$ cat config.mk
export PLATFORM = sky130hd
export DESIGN_NAME = bounded_list_table_engine_top
export DESIGN_NICKNAME = d
export VERILOG_FILES = /design/src/hw/rtl/blte_pkg.sv /design/src/hw/rtl/blte_ctrl.sv /design/src/hw/rtl/blte_datapath.sv /design/src/hw/rtl/bounded_list_table_engine_top.sv
export VERILOG_INCLUDE_DIRS = /design/src /design/src/hw/rtl
export SDC_FILE = /design/constraint.sdc
export NUM_CORES = 2
export LEC_CHECK = 0
export BUFFER_PORTS_ARGS = -buffer_cell sky130_fd_sc_hd__buf_2
export CELL_PAD_IN_SITES_DETAIL_PLACEMENT = 1
export CELL_PAD_IN_SITES_GLOBAL_PLACEMENT = 1
export CORE_UTILIZATION = 53
export CTS_CLUSTER_DIAMETER = 60
export DETAILED_ROUTE_END_ITERATION = 10
export PLACE_DENSITY_LB_ADDON = 0.1
export SETUP_SLACK_MARGIN = 0.02
export SLEW_MARGIN = 20
export SYNTH_ARGS = -nofsm -noshare
export SYNTH_HDL_FRONTEND = slang
export SYNTH_SLANG_ARGS = --single-unit
$ cat constraint.sdc
create_clock -name clock -period 10.6 [get_ports clock]
set_input_delay 0.53 -clock clock [delete_from_list [all_inputs] [get_ports clock]]
set_output_delay 0.53 -clock clock [all_outputs]
set_load 0.05 [all_outputs]
$ cat src/hw/rtl/bounded_list_table_engine_top_assert.svh
// ----------------------------------------------------------------------------
// Bounded list table engine assertion macros
// Concurrent assertion wrappers; ASSERT_OFF removes them all.
// ----------------------------------------------------------------------------
`ifndef BOUNDED_LIST_TABLE_ENGINE_TOP_ASSERT_SVH
`define BOUNDED_LIST_TABLE_ENGINE_TOP_ASSERT_SVH

`ifndef ASSERT_OFF
// checked on the rising edge of clock, held off during reset
`define BLTE_ASSERT(lbl, prop, msg) \
   lbl: assert property (@(posedge clock) disable iff (reset) prop) else $error(msg);
// checked on every rising edge of clock, reset included
`define BLTE_ASSERT_ALWAYS(lbl, prop, msg) \
   lbl: assert property (@(posedge clock) prop) else $error(msg);
`else
`define BLTE_ASSERT(lbl, prop, msg)
`define BLTE_ASSERT_ALWAYS(lbl, prop, msg)
`endif

`endif

$ cat src/hw/rtl/blte_pkg.sv
// ----------------------------------------------------------------------------
// Bounded list table engine package
// Command and status codes, controller states and control structs.
// ----------------------------------------------------------------------------
`timescale 1ns / 1ps

package blte_pkg;

   localparam int NUM_BINS_DEF  = 8;
   localparam int BIN_DEPTH_DEF = 8;

   localparam int CMD_W    = 4;
   localparam int BIN_F_W  = 4;
   localparam int AMOUNT_W = 6;
   localparam int WORD_W   = 32;
   localparam int STATUS_W = 4;
   localparam int COUNT_W  = 4;

   typedef enum logic [CMD_W-1:0] {
      CMD_CREATE     = 4'd0,
      CMD_APPEND     = 4'd1,
      CMD_DROP       = 4'd2,
      CMD_REMOVE     = 4'd3,
      CMD_RESIZE     = 4'd4,
      CMD_COUNT      = 4'd5,
      CMD_READ       = 4'd6,
      CMD_READ_ALL   = 4'd7,
      CMD_SORTED     = 4'd8,
      CMD_SORTED_ALL = 4'd9
   } cmd_type;

   typedef enum logic [STATUS_W-1:0] {
      ST_OK         = 4'd0,
      ST_EXISTS     = 4'd1,
      ST_BAD_BIN    = 4'd2,
      ST_TOO_LARGE  = 4'd3,
      ST_BAD_SIZE   = 4'd4,
      ST_FULL       = 4'd5,
      ST_NO_BIN     = 4'd6,
      ST_EMPTY      = 4'd7,
      ST_NOT_FOUND  = 4'd8,
      ST_BAD_NEWSZ  = 4'd9,
      ST_ALL_EMPTY  = 4'd10
   } status_type;

   typedef enum logic [2:0] {
      CS_IDLE,
      CS_DECIDE,
      CS_WALK_RD,
      CS_WALK_USE,
      CS_WALK_END,
      CS_SHIFT_RD,
      CS_SHIFT_WR
   } ctl_state_type;

   // controller to datapath
   typedef struct packed {
      logic load;
      logic apply;
      logic walk_rd;
      logic walk_use;
      logic pass_next;
      logic finish;
      logic shift_rd;
      logic shift_wr;
      logic remove_done;
   } blte_cmd_type;

   // datapath to controller
   typedef struct packed {
      logic dec_none;
      logic dec_walk;
      logic pos_valid;
      logic more_bins;
      logic is_remove;
      logic match;
      logic sorted;
      logic have_best;
      logic sh_more;
      logic out_free;
   } blte_stat_type;

endpackage

$ cat src/hw/rtl/blte_ctrl.sv
// ----------------------------------------------------------------------------
// Bounded list table engine controller
// Sequences decode, list walks, sort passes and remove shifts.
// ----------------------------------------------------------------------------
`timescale 1ns / 1ps

module blte_ctrl
   import blte_pkg::*;
(
   input  logic          clock,
   input  logic          reset,
   input  logic          req_valid,
   output logic          req_stall,
   input  blte_stat_type stat,
   output blte_cmd_type  cmd
);

   ctl_state_type state_ff, state_in;

   // state register
   always_ff @(posedge clock) begin
      if (reset) begin
         state_ff <= CS_IDLE;
      end else begin
         state_ff <= state_in;
      end
   end

   // next state and commands
   always_comb begin
      state_in  = state_ff;
      cmd       = '0;
      req_stall = (state_ff != CS_IDLE);
      case (state_ff)
         CS_IDLE: begin
            if (req_valid) begin
               cmd.load = 1'b1;
               state_in = CS_DECIDE;
            end
         end
         CS_DECIDE: begin
            if (stat.dec_none) begin
               state_in = CS_IDLE;
            end else if (stat.dec_walk) begin
               state_in = CS_WALK_RD;
            end else if (stat.out_free) begin
               cmd.apply = 1'b1;
               state_in  = CS_IDLE;
            end
         end
         CS_WALK_RD: begin
            cmd.walk_rd = 1'b1;
            if (stat.pos_valid) begin
               state_in = CS_WALK_USE;
            end else if (!stat.more_bins) begin
               state_in = CS_WALK_END;
            end
         end
         CS_WALK_USE: begin
            if (stat.out_free) begin
               cmd.walk_use = 1'b1;
               if (stat.is_remove && stat.match) begin
                  state_in = CS_SHIFT_RD;
               end else begin
                  state_in = CS_WALK_RD;
               end
            end
         end
         CS_WALK_END: begin
            if (stat.out_free) begin
               if (stat.sorted && stat.have_best) begin
                  cmd.pass_next = 1'b1;
                  state_in      = CS_WALK_RD;
               end else begin
                  cmd.finish = 1'b1;
                  state_in   = CS_IDLE;
               end
            end
         end
         CS_SHIFT_RD: begin
            if (stat.sh_more) begin
               cmd.shift_rd = 1'b1;
               state_in     = CS_SHIFT_WR;
            end else if (stat.out_free) begin
               cmd.remove_done = 1'b1;
               state_in        = CS_IDLE;
            end
         end
         CS_SHIFT_WR: begin
            cmd.shift_wr = 1'b1;
            state_in     = CS_SHIFT_RD;
         end
         default: begin
            state_in = CS_IDLE;
         end
      endcase
   end

endmodule

$ cat src/hw/rtl/blte_datapath.sv
// ----------------------------------------------------------------------------
// Bounded list table engine datapath
// Bin table, entry memory, walk position, sort keys and result register.
// ----------------------------------------------------------------------------
`timescale 1ns / 1ps

`include "bounded_list_table_engine_top_assert.svh"

module blte_datapath
   import blte_pkg::*;
#(
   parameter int NUM_BINS  = NUM_BINS_DEF,
   parameter int BIN_DEPTH = BIN_DEPTH_DEF
)
(
   input  logic                       clock,
   input  logic                       reset,
   input  logic [CMD_W-1:0]           req_cmd,
   input  logic [BIN_F_W-1:0]         req_bin,
   input  logic signed [AMOUNT_W-1:0] req_amount,
   input  logic signed [WORD_W-1:0]   req_value,
   input  blte_cmd_type               cmd,
   output blte_stat_type              stat,
   output logic                       rsp_valid,
   input  logic                       rsp_stall,
   output logic [STATUS_W-1:0]        rsp_status,
   output logic signed [WORD_W-1:0]   rsp_data,
   output logic [COUNT_W-1:0]         rsp_count,
   output logic                       rsp_last
);

   localparam int BIN_W = (NUM_BINS > 1) ? $clog2(NUM_BINS) : 1;
   localparam int IDX_W = (BIN_DEPTH > 1) ? $clog2(BIN_DEPTH) : 1;
   localparam int CNT_W = $clog2(BIN_DEPTH + 1);
   localparam int ADDR_W = BIN_W + IDX_W;
   localparam int MEM_DEPTH = NUM_BINS << IDX_W;

   // bin table
   logic             bin_exists_ff   [NUM_BINS];
   logic [CNT_W-1:0] bin_capacity_ff [NUM_BINS];
   logic [CNT_W-1:0] bin_count_ff    [NUM_BINS];

   // entry memory
   logic [WORD_W-1:0] entry_mem [MEM_DEPTH];
   logic [WORD_W-1:0] rd_data_ff;

   // latched command
   logic [CMD_W-1:0]           cmd_ff;
   logic                       bin_ok_ff;
   logic signed [AMOUNT_W-1:0] amount_ff;
   logic signed [WORD_W-1:0]   value_ff;

   // walk position and sort keys
   logic [BIN_W-1:0]         cur_bin_ff;
   logic [CNT_W-1:0]         cur_idx_ff;
   logic [CNT_W-1:0]         sh_idx_ff;
   logic                     have_pend_ff, have_prev_ff, have_best_ff;
   logic signed [WORD_W-1:0] pend_ff, prev_v_ff, best_v_ff;
   logic [ADDR_W-1:0]        prev_pos_ff, best_pos_ff;

   // result register
   logic                rsp_valid_ff;
   logic [STATUS_W-1:0] rsp_status_ff;
   logic [WORD_W-1:0]   rsp_data_ff;
   logic [COUNT_W-1:0]  rsp_count_ff;
   logic                rsp_last_ff;

   logic                out_free;
   logic                push;
   status_type          push_st;
   logic [WORD_W-1:0]   push_data;
   logic [COUNT_W-1:0]  push_cnt;
   logic                push_last;

   logic                cur_ex;
   logic [CNT_W-1:0]    cur_cap, cur_cnt;
   logic                all_mode, sorted_mode, remove_mode;
   logic signed [7:0]   amt8, newcap;
   logic                dec_none, dec_walk;
   status_type          dec_st;
   logic [COUNT_W-1:0]  dec_cnt;
   logic                upd_create, upd_resize, upd_append, upd_drop;
   logic                pos_valid, more_bins;
   logic [ADDR_W-1:0]   cur_pos;
   logic signed [WORD_W-1:0] cand;
   logic                gt_prev, lt_best;
   logic                rd_en, wr_en;
   logic [ADDR_W-1:0]   rd_addr, wr_addr;
   logic [WORD_W-1:0]   wr_data;
   logic                load_ok;

   assign cur_ex   = bin_exists_ff[cur_bin_ff];
   assign cur_cap  = bin_capacity_ff[cur_bin_ff];
   assign cur_cnt  = bin_count_ff[cur_bin_ff];
   assign all_mode    = (cmd_ff == CMD_READ_ALL) || (cmd_ff == CMD_SORTED_ALL);
   assign sorted_mode = (cmd_ff == CMD_SORTED) || (cmd_ff == CMD_SORTED_ALL);
   assign remove_mode = (cmd_ff == CMD_REMOVE);
   assign amt8   = {{2{amount_ff[AMOUNT_W-1]}}, amount_ff};
   assign newcap = (cur_ex ? $signed({1'b0, 7'(cur_cap)}) : 8'sd0) + amt8;
   assign load_ok = (req_bin >= BIN_F_W'(1)) && (5'(req_bin) <= 5'(NUM_BINS));

   // command decode against the selected bin
   always_comb begin
      dec_none   = 1'b0;
      dec_walk   = 1'b0;
      dec_st     = ST_OK;
      dec_cnt    = '0;
      upd_create = 1'b0;
      upd_resize = 1'b0;
      upd_append = 1'b0;
      upd_drop   = 1'b0;
      case (cmd_ff)
         CMD_CREATE: begin
            if (amt8 < 8'sd1) dec_st = ST_BAD_SIZE;
            else if (amt8 > $signed(8'(BIN_DEPTH))) dec_st = ST_TOO_LARGE;
            else if (!bin_ok_ff) dec_st = ST_BAD_BIN;
            else if (cur_ex) dec_st = ST_EXISTS;
            else upd_create = 1'b1;
         end
         CMD_RESIZE: begin
            if (!bin_ok_ff) dec_st = ST_BAD_BIN;
            else if (newcap < 8'sd1) dec_st = ST_BAD_NEWSZ;
            else if (newcap > $signed(8'(BIN_DEPTH))) dec_st = ST_TOO_LARGE;
            else if (!cur_ex) dec_st = ST_NO_BIN;
            else upd_resize = 1'b1;
         end
         CMD_READ_ALL, CMD_SORTED_ALL: begin
            dec_walk = 1'b1;
         end
         CMD_APPEND, CMD_DROP, CMD_REMOVE, CMD_COUNT, CMD_READ, CMD_SORTED: begin
            if (!bin_ok_ff) dec_st = ST_BAD_BIN;
            else if (!cur_ex) dec_st = ST_NO_BIN;
            else if (cmd_ff == CMD_APPEND) begin
               if (cur_cnt >= cur_cap || 32'(cur_cnt) >= BIN_DEPTH) dec_st = ST_FULL;
               else upd_append = 1'b1;
            end else if (cur_cnt == '0) dec_st = ST_EMPTY;
            else if (cmd_ff == CMD_DROP) upd_drop = 1'b1;
            else if (cmd_ff == CMD_COUNT) dec_cnt = COUNT_W'(cur_cnt);
            else dec_walk = 1'b1;
         end
         default: begin
            dec_none = 1'b1;
         end
      endcase
   end

   // walk position and sort key compare
   assign pos_valid = cur_ex && (cur_idx_ff < cur_cnt);
   assign more_bins = all_mode && (cur_bin_ff != BIN_W'(NUM_BINS - 1));
   assign cur_pos   = {cur_bin_ff, cur_idx_ff[IDX_W-1:0]};
   assign cand      = $signed(rd_data_ff);
   assign gt_prev   = !have_prev_ff || (cand > prev_v_ff) ||
                      ((cand == prev_v_ff) && (cur_pos > prev_pos_ff));
   assign lt_best   = !have_best_ff || (cand < best_v_ff) ||
                      ((cand == best_v_ff) && (cur_pos < best_pos_ff));

   assign stat.dec_none  = dec_none;
   assign stat.dec_walk  = dec_walk;
   assign stat.pos_valid = pos_valid;
   assign stat.more_bins = more_bins;
   assign stat.is_remove = remove_mode;
   assign stat.match     = (cand == value_ff);
   assign stat.sorted    = sorted_mode;
   assign stat.have_best = have_best_ff;
   assign stat.sh_more   = (sh_idx_ff + CNT_W'(1)) < cur_cnt;
   assign stat.out_free  = out_free;

   // result selection
   assign out_free = !rsp_valid_ff || !rsp_stall;
   always_comb begin
      push      = 1'b0;
      push_st   = ST_OK;
      push_data = '0;
      push_cnt  = '0;
      push_last = 1'b1;
      if (cmd.apply) begin
         push     = 1'b1;
         push_st  = dec_st;
         push_cnt = dec_cnt;
      end else if (cmd.walk_use) begin
         if (!sorted_mode && !remove_mode && have_pend_ff) begin
            push      = 1'b1;
            push_data = pend_ff;
            push_last = 1'b0;
         end
      end else if (cmd.pass_next) begin
         push      = have_pend_ff;
         push_data = pend_ff;
         push_last = 1'b0;
      end else if (cmd.finish) begin
         push = 1'b1;
         if (have_pend_ff) push_data = pend_ff;
         else if (remove_mode) push_st = ST_NOT_FOUND;
         else push_st = ST_ALL_EMPTY;
      end else if (cmd.remove_done) begin
         push = 1'b1;
      end
   end

   // result register
   always_ff @(posedge clock) begin
      if (reset) begin
         rsp_valid_ff <= 1'b0;
      end else if (push) begin
         rsp_valid_ff <= 1'b1;
      end else if (!rsp_stall) begin
         rsp_valid_ff <= 1'b0;
      end
   end

   always_ff @(posedge clock) begin
      if (push) begin
         rsp_status_ff <= push_st;
         rsp_data_ff   <= push_data;
         rsp_count_ff  <= push_cnt;
         rsp_last_ff   <= push_last;
      end
   end

   assign rsp_valid  = rsp_valid_ff;
   assign rsp_status = rsp_status_ff;
   assign rsp_data   = $signed(rsp_data_ff);
   assign rsp_count  = rsp_count_ff;
   assign rsp_last   = rsp_last_ff;

   // bin table updates
   always_ff @(posedge clock) begin
      if (reset) begin
         for (int i = 0; i < NUM_BINS; i++) begin
            bin_exists_ff[i]   <= 1'b0;
            bin_capacity_ff[i] <= '0;
            bin_count_ff[i]    <= '0;
         end
      end else begin
         if (cmd.apply && upd_create) begin
            bin_exists_ff[cur_bin_ff]   <= 1'b1;
            bin_capacity_ff[cur_bin_ff] <= CNT_W'(amount_ff);
            bin_count_ff[cur_bin_ff]    <= '0;
         end
         if (cmd.apply && upd_resize) begin
            bin_capacity_ff[cur_bin_ff] <= CNT_W'(newcap);
            if (cur_cnt > CNT_W'(newcap)) bin_count_ff[cur_bin_ff] <= CNT_W'(newcap);
         end
         if (cmd.apply && upd_append) bin_count_ff[cur_bin_ff] <= cur_cnt + CNT_W'(1);
         if ((cmd.apply && upd_drop) || cmd.remove_done) begin
            bin_count_ff[cur_bin_ff] <= cur_cnt - CNT_W'(1);
         end
      end
   end

   // latched command and walk state
   always_ff @(posedge clock) begin
      if (reset) begin
         cur_bin_ff   <= '0;
         cur_idx_ff   <= '0;
         have_pend_ff <= 1'b0;
         have_prev_ff <= 1'b0;
         have_best_ff <= 1'b0;
      end else begin
         if (cmd.load) begin
            cmd_ff       <= req_cmd;
            bin_ok_ff    <= load_ok;
            amount_ff    <= req_amount;
            value_ff     <= req_value;
            cur_bin_ff   <= (load_ok && (req_cmd != CMD_READ_ALL) &&
                            (req_cmd != CMD_SORTED_ALL)) ?
                            BIN_W'(req_bin - BIN_F_W'(1)) : '0;
            cur_idx_ff   <= '0;
            have_pend_ff <= 1'b0;
            have_prev_ff <= 1'b0;
            have_best_ff <= 1'b0;
         end
         if (cmd.walk_rd && !pos_valid && more_bins) begin
            cur_bin_ff <= cur_bin_ff + BIN_W'(1);
            cur_idx_ff <= '0;
         end
         if (cmd.walk_use) begin
            cur_idx_ff <= cur_idx_ff + CNT_W'(1);
            if (sorted_mode) begin
               if (gt_prev && lt_best) begin
                  have_best_ff <= 1'b1;
                  best_v_ff    <= cand;
                  best_pos_ff  <= cur_pos;
               end
            end else if (remove_mode) begin
               sh_idx_ff <= cur_idx_ff;
            end else begin
               have_pend_ff <= 1'b1;
               pend_ff      <= cand;
            end
         end
         if (cmd.pass_next) begin
            have_pend_ff <= 1'b1;
            pend_ff      <= best_v_ff;
            have_prev_ff <= 1'b1;
            prev_v_ff    <= best_v_ff;
            prev_pos_ff  <= best_pos_ff;
            have_best_ff <= 1'b0;
            cur_idx_ff   <= '0;
            if (all_mode) cur_bin_ff <= '0;
         end
         if (cmd.shift_wr) sh_idx_ff <= sh_idx_ff + CNT_W'(1);
      end
   end

   // memory port selection
   always_comb begin
      rd_en   = 1'b0;
      rd_addr = cur_pos;
      wr_en   = 1'b0;
      wr_addr = {cur_bin_ff, cur_cnt[IDX_W-1:0]};
      wr_data = value_ff;
      if (cmd.walk_rd && pos_valid) begin
         rd_en = 1'b1;
      end
      if (cmd.shift_rd) begin
         rd_en   = 1'b1;
         rd_addr = {cur_bin_ff, IDX_W'(sh_idx_ff + CNT_W'(1))};
      end
      if (cmd.apply && upd_append) begin
         wr_en = 1'b1;
      end
      if (cmd.shift_wr) begin
         wr_en   = 1'b1;
         wr_addr = {cur_bin_ff, sh_idx_ff[IDX_W-1:0]};
         wr_data = rd_data_ff;
      end
   end

   // entry memory, registered read
   always_ff @(posedge clock) begin
      if (wr_en) entry_mem[wr_addr] <= wr_data;
      if (rd_en) rd_data_ff <= entry_mem[rd_addr];
   end

   `BLTE_ASSERT(a_push_free, push |-> out_free, "result pushed while output is held")
   `BLTE_ASSERT(a_err_last, rsp_valid_ff && (rsp_status_ff != ST_OK) |-> rsp_last_ff, "error item without last")
   `BLTE_ASSERT(a_remove_cnt, cmd.remove_done |-> (cur_cnt != '0), "remove finished on empty bin")
   `BLTE_ASSERT(a_cnt_cap, cur_ex |-> (cur_cnt <= cur_cap), "bin count above capacity")

endmodule

$ cat src/hw/rtl/bounded_list_table_engine_top.sv
// Single-item commands are latched at the transfer, decoded, and put in the output register once it is free.
// Read/read all: each stored entry is fetched through the registered memory read port, then passed on.
// Sorted reads: n+1 selection passes, each walking every stored entry of the bins visited.
// Remove: searches the entries in order, then shifts each later entry down, a read then a write each.
// One command at a time; reset clears the bin table and output valid flag, entry memory is not cleared.
// ----------------------------------------------------------------------------
// Bounded list table engine top
// Table of bins, each a bounded ordered list of signed words.
// ----------------------------------------------------------------------------
`timescale 1ns / 1ps

module bounded_list_table_engine_top
   import blte_pkg::*;
#(
   parameter int NUM_BINS  = NUM_BINS_DEF,
   parameter int BIN_DEPTH = BIN_DEPTH_DEF
)
(
   input  logic                       clock,
   input  logic                       reset,
   input  logic                       req_valid,
   output logic                       req_stall,
   input  logic [CMD_W-1:0]           req_cmd,
   input  logic [BIN_F_W-1:0]         req_bin,
   input  logic signed [AMOUNT_W-1:0] req_amount,
   input  logic signed [WORD_W-1:0]   req_value,
   output logic                       rsp_valid,
   input  logic                       rsp_stall,
   output logic [STATUS_W-1:0]        rsp_status,
   output logic signed [WORD_W-1:0]   rsp_data,
   output logic [COUNT_W-1:0]         rsp_count,
   output logic                       rsp_last
);

   blte_cmd_type  cmd;
   blte_stat_type stat;

   // sequencer
   blte_ctrl u_ctrl (
      .clock     (clock),
      .reset     (reset),
      .req_valid (req_valid),
      .req_stall (req_stall),
      .stat      (stat),
      .cmd       (cmd)
   );

   // storage and result path
   blte_datapath #(
      .NUM_BINS  (NUM_BINS),
      .BIN_DEPTH (BIN_DEPTH)
   ) u_datapath (
      .clock      (clock),
      .reset      (reset),
      .req_cmd    (req_cmd),
      .req_bin    (req_bin),
      .req_amount (req_amount),
      .req_value  (req_value),
      .cmd        (cmd),
      .stat       (stat),
      .rsp_valid  (rsp_valid),
      .rsp_stall  (rsp_stall),
      .rsp_status (rsp_status),
      .rsp_data   (rsp_data),
      .rsp_count  (rsp_count),
      .rsp_last   (rsp_last)
   );

endmodule

# ---- After elaboration in Yosys (flattened, before gate mapping)
# Memories as Yosys holds them, arrays and structs flattened. A register that Yosys moved wholly into a read port is not among the register bits.
# Cells that the tools add are included.
dict set report totals {
  ff_bits 210
  mem_bits_ro 0
  word_cells 307
  inputBits 50
  mem_bits_rw 2120
  n_memories 4
  latchBits 0
}
# name words word_bits rd rd_ports_with_merged_regs wr line
set mem_list {}
lappend mem_list {u_datapath.entry_mem 64 32 1 1 1 blte_datapath.sv:44} ;# logic [WORD_W-1:0] entry_mem [MEM_DEPTH];
lappend mem_list {u_datapath.bin_capacity_ff 8 4 1 1 8 blte_datapath.sv:40} ;# logic [CNT_W-1:0] bin_capacity_ff [NUM_BINS];
lappend mem_list {u_datapath.bin_count_ff 8 4 1 1 8 blte_datapath.sv:41} ;# logic [CNT_W-1:0] bin_count_ff [NUM_BINS];
lappend mem_list {u_datapath.bin_exists_ff 8 1 1 1 8 blte_datapath.sv:39} ;# logic bin_exists_ff [NUM_BINS];
dict set report classes {
  multipliers 0
  bitwise_logic 10
  n_eq_ne 29
  magnitude_cmp 15
  n_div 0
  add_sub_neg 7
  n_mux 163
  reduce_logical 58
  n_shift 0
}
# op count
set op_table {}
lappend op_table {{2-to-1 mux 32 bit} 10}
lappend op_table {{2-to-1 mux 4 bit} 28}
lappend op_table {{equality test 32 bit} 3}
lappend op_table {{2-to-1 mux 1 bit} 92}
lappend op_table {{2-to-1 mux 3 bit} 26}
lappend op_table {{> comparator 32 bit} 1}
lappend op_table {{< comparator 32 bit} 1}
lappend op_table {{one-hot mux 3 bit (7 select lines)} 1}
lappend op_table {{logical AND 1 bit} 19}
lappend op_table {{equality test 4 x 3 -> 1 bit, second input constant} 4}
lappend op_table {{AND reduction 4 bit} 4}
lappend op_table {{adder 4 x 1 -> 4 bit, second input constant} 3}
lappend op_table {{one-hot mux 4 bit (3 select lines)} 1}
lappend op_table {{OR reduction 10 bit} 1}
lappend op_table {{equality test 3 bit, second input constant} 3}
lappend op_table {{logical OR 1 bit} 9}
lappend op_table {{equality test 4 x 2 -> 1 bit, second input constant} 2}
lappend op_table {{equality test 4 bit, second input constant} 2}
lappend op_table {{> comparator 8 x 5 -> 1 bit, second input constant} 1}
lappend op_table {{zero test 4 bit} 2}
lappend op_table {{< comparator 4 bit} 2}
lappend op_table {{< comparator 8 x 2 -> 1 bit, second input constant} 1}
lappend op_table {{2-to-1 mux 2 bit} 4}
lappend op_table {{!= test 2 bit, second input constant} 4}
lappend op_table {{34 further kinds} 58}

# ---- Depth between registers and ports, before layout
dict set report depth {
  word_depth 20
  depth_mapped 24
  depth_no_buf 18
}

# ---- Hierarchy
# Synthesis repeated with hierarchy kept, for this count alone.
dict set report unflattened {
  hier_cells 4579
  hier_area_um2 94013.9
}
# module seq_area_each_um2 cells_per_inst area_per_inst_um2 instances
set modules_own_cells {}
lappend modules_own_cells {blte_datapath 70647.8 4519 93612.3 1}
lappend modules_own_cells {blte_ctrl 60.1 60 401.6 1}

# ---- Least setup slack after synthesis
# Ideal clock, no wire load.
dict set report synth_timing {
  path_kind {register to register}
  start {reg u_datapath.cur_bin_ff[1] (netlist name)}
  end {reg u_datapath.rsp_count_ff[0], in the netlist u_datapath.rsp_count[0] (enable)}
  path_stages_with_launch 15
  n_path_buf 3
  arrival_ns 7.121
  setup_ns 0.557
  path_slack_ns 2.923
  cell_sequence {dfxtp_1 buf_6 clkbuf_1 buf_1 o21ai_0 a222oi_1 a21boi_1 ha_1 o21a_1 o21ai_0 nand2b_1 nand2_1 a21oi_1 nor2b_1 o41ai_1}
}
# element line
set synth_lines {}
lappend synth_lines {{to (signal assigned)} blte_datapath.sv:215} ;# rsp_count_ff <= push_cnt;
lappend synth_lines {{to (decl)} blte_datapath.sv:65} ;# logic [COUNT_W-1:0] rsp_count_ff;

==> impl_results.md <==
* Vias in the first global route at ~66,000
* Post-cts gate resize count at 0
* Initial antenna violation count at 32
* FILL cells at between 15,000 and 20,000
* Layout cell share with drive strength beyond 1 at a little over a tenth
* Final Non-Filler Cells at a little under 10,000
* Reg power frac at a little over half
* Post-synthesis cell type with the largest combined area: edfxtp_1
* Ranking of synthesized cells by area: edfxtp_1 (73%), nand2_1 (6.8%), nand3_1 (3.9%)
* Synthesized net count at approximately 7,200
* Via count at 66,600
* Dominant synthesized flop cell: edfxtp_1
* Fmax at 129 MHz
* Die H at between 400 and 500 um
* Ys async rst share at 0%
* Period Utilization, post-route at between 70% and 80%
* Slowest cell on the critical path: or4_1
* Switching Share at about a fifth
* Synth Warn # at 0
* Crit path capture type: register
* Area Growth Syn to Fin at 12.7%
* Post-route DRC at 0
* RSZ-0062 raised after global routing: false
* Avg Inst Size Synth at about 14 um^2
* TritonRoute pass-1 iters at 7
* Routed WL at approximately 360,000 um
* Netlist cell types at 88
* GP Congestion at 0.920
* Synth Instances at around 7,000
* Pins over their slew limit at 0
* CTS tree: built
* Global-route wire length before repair at approximately 500,000 um
* Fin nets at ~7,400
* Cell Area, Synth at 95,600 um^2
* Clk_lat worst skew at ~0.90 ns
* Yosys reg bits at about 2,400
* CP max FO at around 100
* P per Cell Area at 175 nW/um^2
* Clock sinks at about 2,400
* Num ports at 93
* PortBufs at approximately 90
* Critical path class: register to register
* Routed vias/inst at ~6.8
* Post-DP HPWL at around 210,000 um
* Clk_skew at 0.0379 ns
* Core ar. at 179,000 um^2
* Internal at approximately 15 mW
* H-tree depth at 4
* Cell Rows at 155
* Final setup viols at 0
* Clock root buffer: clkbuf_16
* Num CTS Buffers at roughly 240
* Crit-path cells: buf_4, nand2b_1, nor2_2, buf_4, a222oi_1, a21boi_1, ha_1, o21a_1, o21ai_0, a21boi_0, a21boi_1, nor2_4, buf_12, nor2_1, buf_4, and3_1, nor4_1, nand4_1, or4_1
* Status: complete, no violations
* GRT Total Usage at between 30% and 40%
* Clock network fraction of total power at between 40% and 50%
* Gate power share at about 2.5%
* Max Root-Sink Buffers at 3
* CP most frequent cell: buf_4
* Die span in x at approximately 430 um
* Slowest Stage Delay on Critical Path at 0.68 ns
* Leakage at between 30 and 40 nW
* Total Neg Setup Slack at 0 ns
* Slew @ Worst Pin at between 1 and 1.5 ns
* HP Class: input pin to register
* Relative slew slack at about 17%
* Remaining global-route overflow at 0
* Pin count of the biggest net entering global routing at roughly 190
* Tmin final at between 7 and 8 ns
* Seq/Total Area, Yosys at 73.9%
* VDD IR max at between 0.00015 and 0.0002 V
* Post-synth top cells: edfxtp_1 (2,340), nand2_1 (1,725), nand3_1 (748)
* Hold slack at between 0.1 and 0.15 ns
* Placed Cells at a little over 9,000
* Drt wl/cell at around 36 um
* Initial core utilization at about 53%
* Yosys top cell area share at roughly 73%
* Clk slew on worst S/H paths at 0.06 ns
* Critical path startpoint category: register
* Post-route ant nets at 0
* Post-synth EDFFs at 2,340
* Full die area at 182,000 um^2
* Crit path DAT at around 8.3 ns
* P_sw at about 4.0 mW
* WP data required at 11.21 ns
* Max-capacitance violation count at 0
* Initial DRC count at 10,200
* Most common cell in the netlist: edfxtp_1
* Count of final hold-check violations at 0
[cells in the final DEF (no fill, tap or decap), types with 67 or more instances in the layout]
| master | netlist | routed |
|---|---|---|
| nor2_1 | 208 | 127 |
| and3_1 | 109 | 109 |
| ha_1 | 101 | 101 |
| edfxtp_1 | 2340 | 2340 |
| clkinv_1 | 0 | 70 |
| nand2_1 | 1725 | 1688 |
| mux2i_1 | 218 | 218 |
| a31oi_1 | 101 | 100 |
| nor2_4 | 1 | 72 |
| a21oi_1 | 154 | 149 |
| buf_2 | 194 | 92 |
| o21ai_0 | 106 | 101 |
| inv_1 | 96 | 96 |
| o22ai_1 | 78 | 78 |
| nand3_1 | 748 | 746 |
| clkbuf_16 | 0 | 243 |
| nand4_1 | 67 | 67 |
| buf_4 | 2 | 203 |
[power by group through the flow]
stage / Combinational, mW / Sequential, mW / Clock, mW
6_report: 0.466 / 10.3 / 8.14
5_1_grt: 0.476 / 10.3 / 8.45
4_1_cts: 0.448 / 10.3 / 8.15
3_5_place_dp: 0.432 / 10.5 / 0
3_3_place_gp: 0.420 / 10.5 / 0
2_1_floorplan: 0.193 / 10.5 / 0
[area by class of cell]
cell class	instances	area [um^2]	area share [%]
diodes	12	30.0	0.0279
multi-input cells	4228	23700	22.0
clock buffers	302	6320	5.86
well taps	2355	2950	2.73
flip-flops and latches	2362	70700	65.6
clock inverters	142	1040	0.968
repair buffers	350	2660	2.47
inverters	97	364	0.338
[sequential cells by signal (all words and copies together) (netlist names), 8 cells and up]
| name | cells |
|---|---|
| u_datapath.cand | 32 |
| u_datapath.bin_count_ff | 32 |
| u_datapath.pend_ff | 32 |
| u_datapath.bin_capacity_ff | 32 |
| u_datapath.best_v_ff | 32 |
| u_datapath.prev_v_ff | 32 |
| u_datapath.bin_exists_ff | 8 |
| u_datapath.rsp_data | 32 |
| u_datapath.value_ff | 32 |
| u_datapath.entry_mem | 2048 |
[worst paths after layout]
check                                              start                       end  slack (ns)  cells past startpoint
worst min-delay path                          req_bin[2]      u_datapath.bin_ok_ff        0.11                      3
worst min register to register  u_datapath.best_v_ff[13]  u_datapath.prev_v_ff[13]        0.45                      0
worst max register to register  u_datapath.cur_bin_ff[2]       u_datapath.cand[27]        2.87                     19
worst max-delay path            u_datapath.cur_bin_ff[2]       u_datapath.cand[27]        2.87                     19
[what timing repair did]
item                                    in CTS  in global routing
hold buffers                                43                  0
buffers inserted                             0                  0
endpoints found under the hold margin       43                  0
endpoints found under the setup margin       0                  0
[critical path, delay by kind of cell (launching register included)]
| family | cells | cell delay [ns] |
|---|---|---|
| flip-flops | 1 | 0.60 |
| AND/OR/NAND/NOR | 8 | 3.18 |
| AO/OA/AOI/OAI | 6 | 1.73 |
| adder cells (fa/ha/maj) | 1 | 0.27 |
| buffers and inverters | 4 | 1.39 |
[per-stage QoR]
| step | total power [mW] | setup WS (ns) | instance area, um^2 | utilization, % |
|---|---|---|---|---|
| 3_3_place_gp | 10.9 | 3.31 | 99900 | 55.9 |
| 3_5_place_dp | 10.9 | 3.17 | 99900 | 55.9 |
| 4_1_cts | 18.9 | 3.11 | 108000 | 60.2 |
| 5_1_grt | 19.2 | 2.64 | 108000 | 60.3 |
| 2_1_floorplan | 10.7 | 2.92 | 95600 | - |
| 6_report | 18.9 | 2.87 | 108000 | 60.3 |
[routing by layer]
| metal | global-route usage, % | routed length (um) | share of wire, % | vias to the layer above |
|---|---|---|---|---|
| li1 | - | - | - | 26800 |
| met1 | 50.8 | 131000 | 36 | 34000 |
| met2 | 59.8 | 161000 | 45 | 4698 |
| met3 | 11.6 | 45300 | 13 | 1067 |
| met4 | 19.9 | 21200 | 5.9 | 32 |
| met5 | 0 | 232 | 0.065 | - |
[cells by family after synthesis]
group,synth area share [%]
AO/OA/AOI/OAI,5.38
flip-flops,73.9
XOR/XNOR,0.385
buffers and inverters,2.18
multiplexers,2.63
adder cells (fa/ha/maj),1.34
AND/OR/NAND/NOR,14.1
Note: power is estimated with default switching activity, not from simulation.
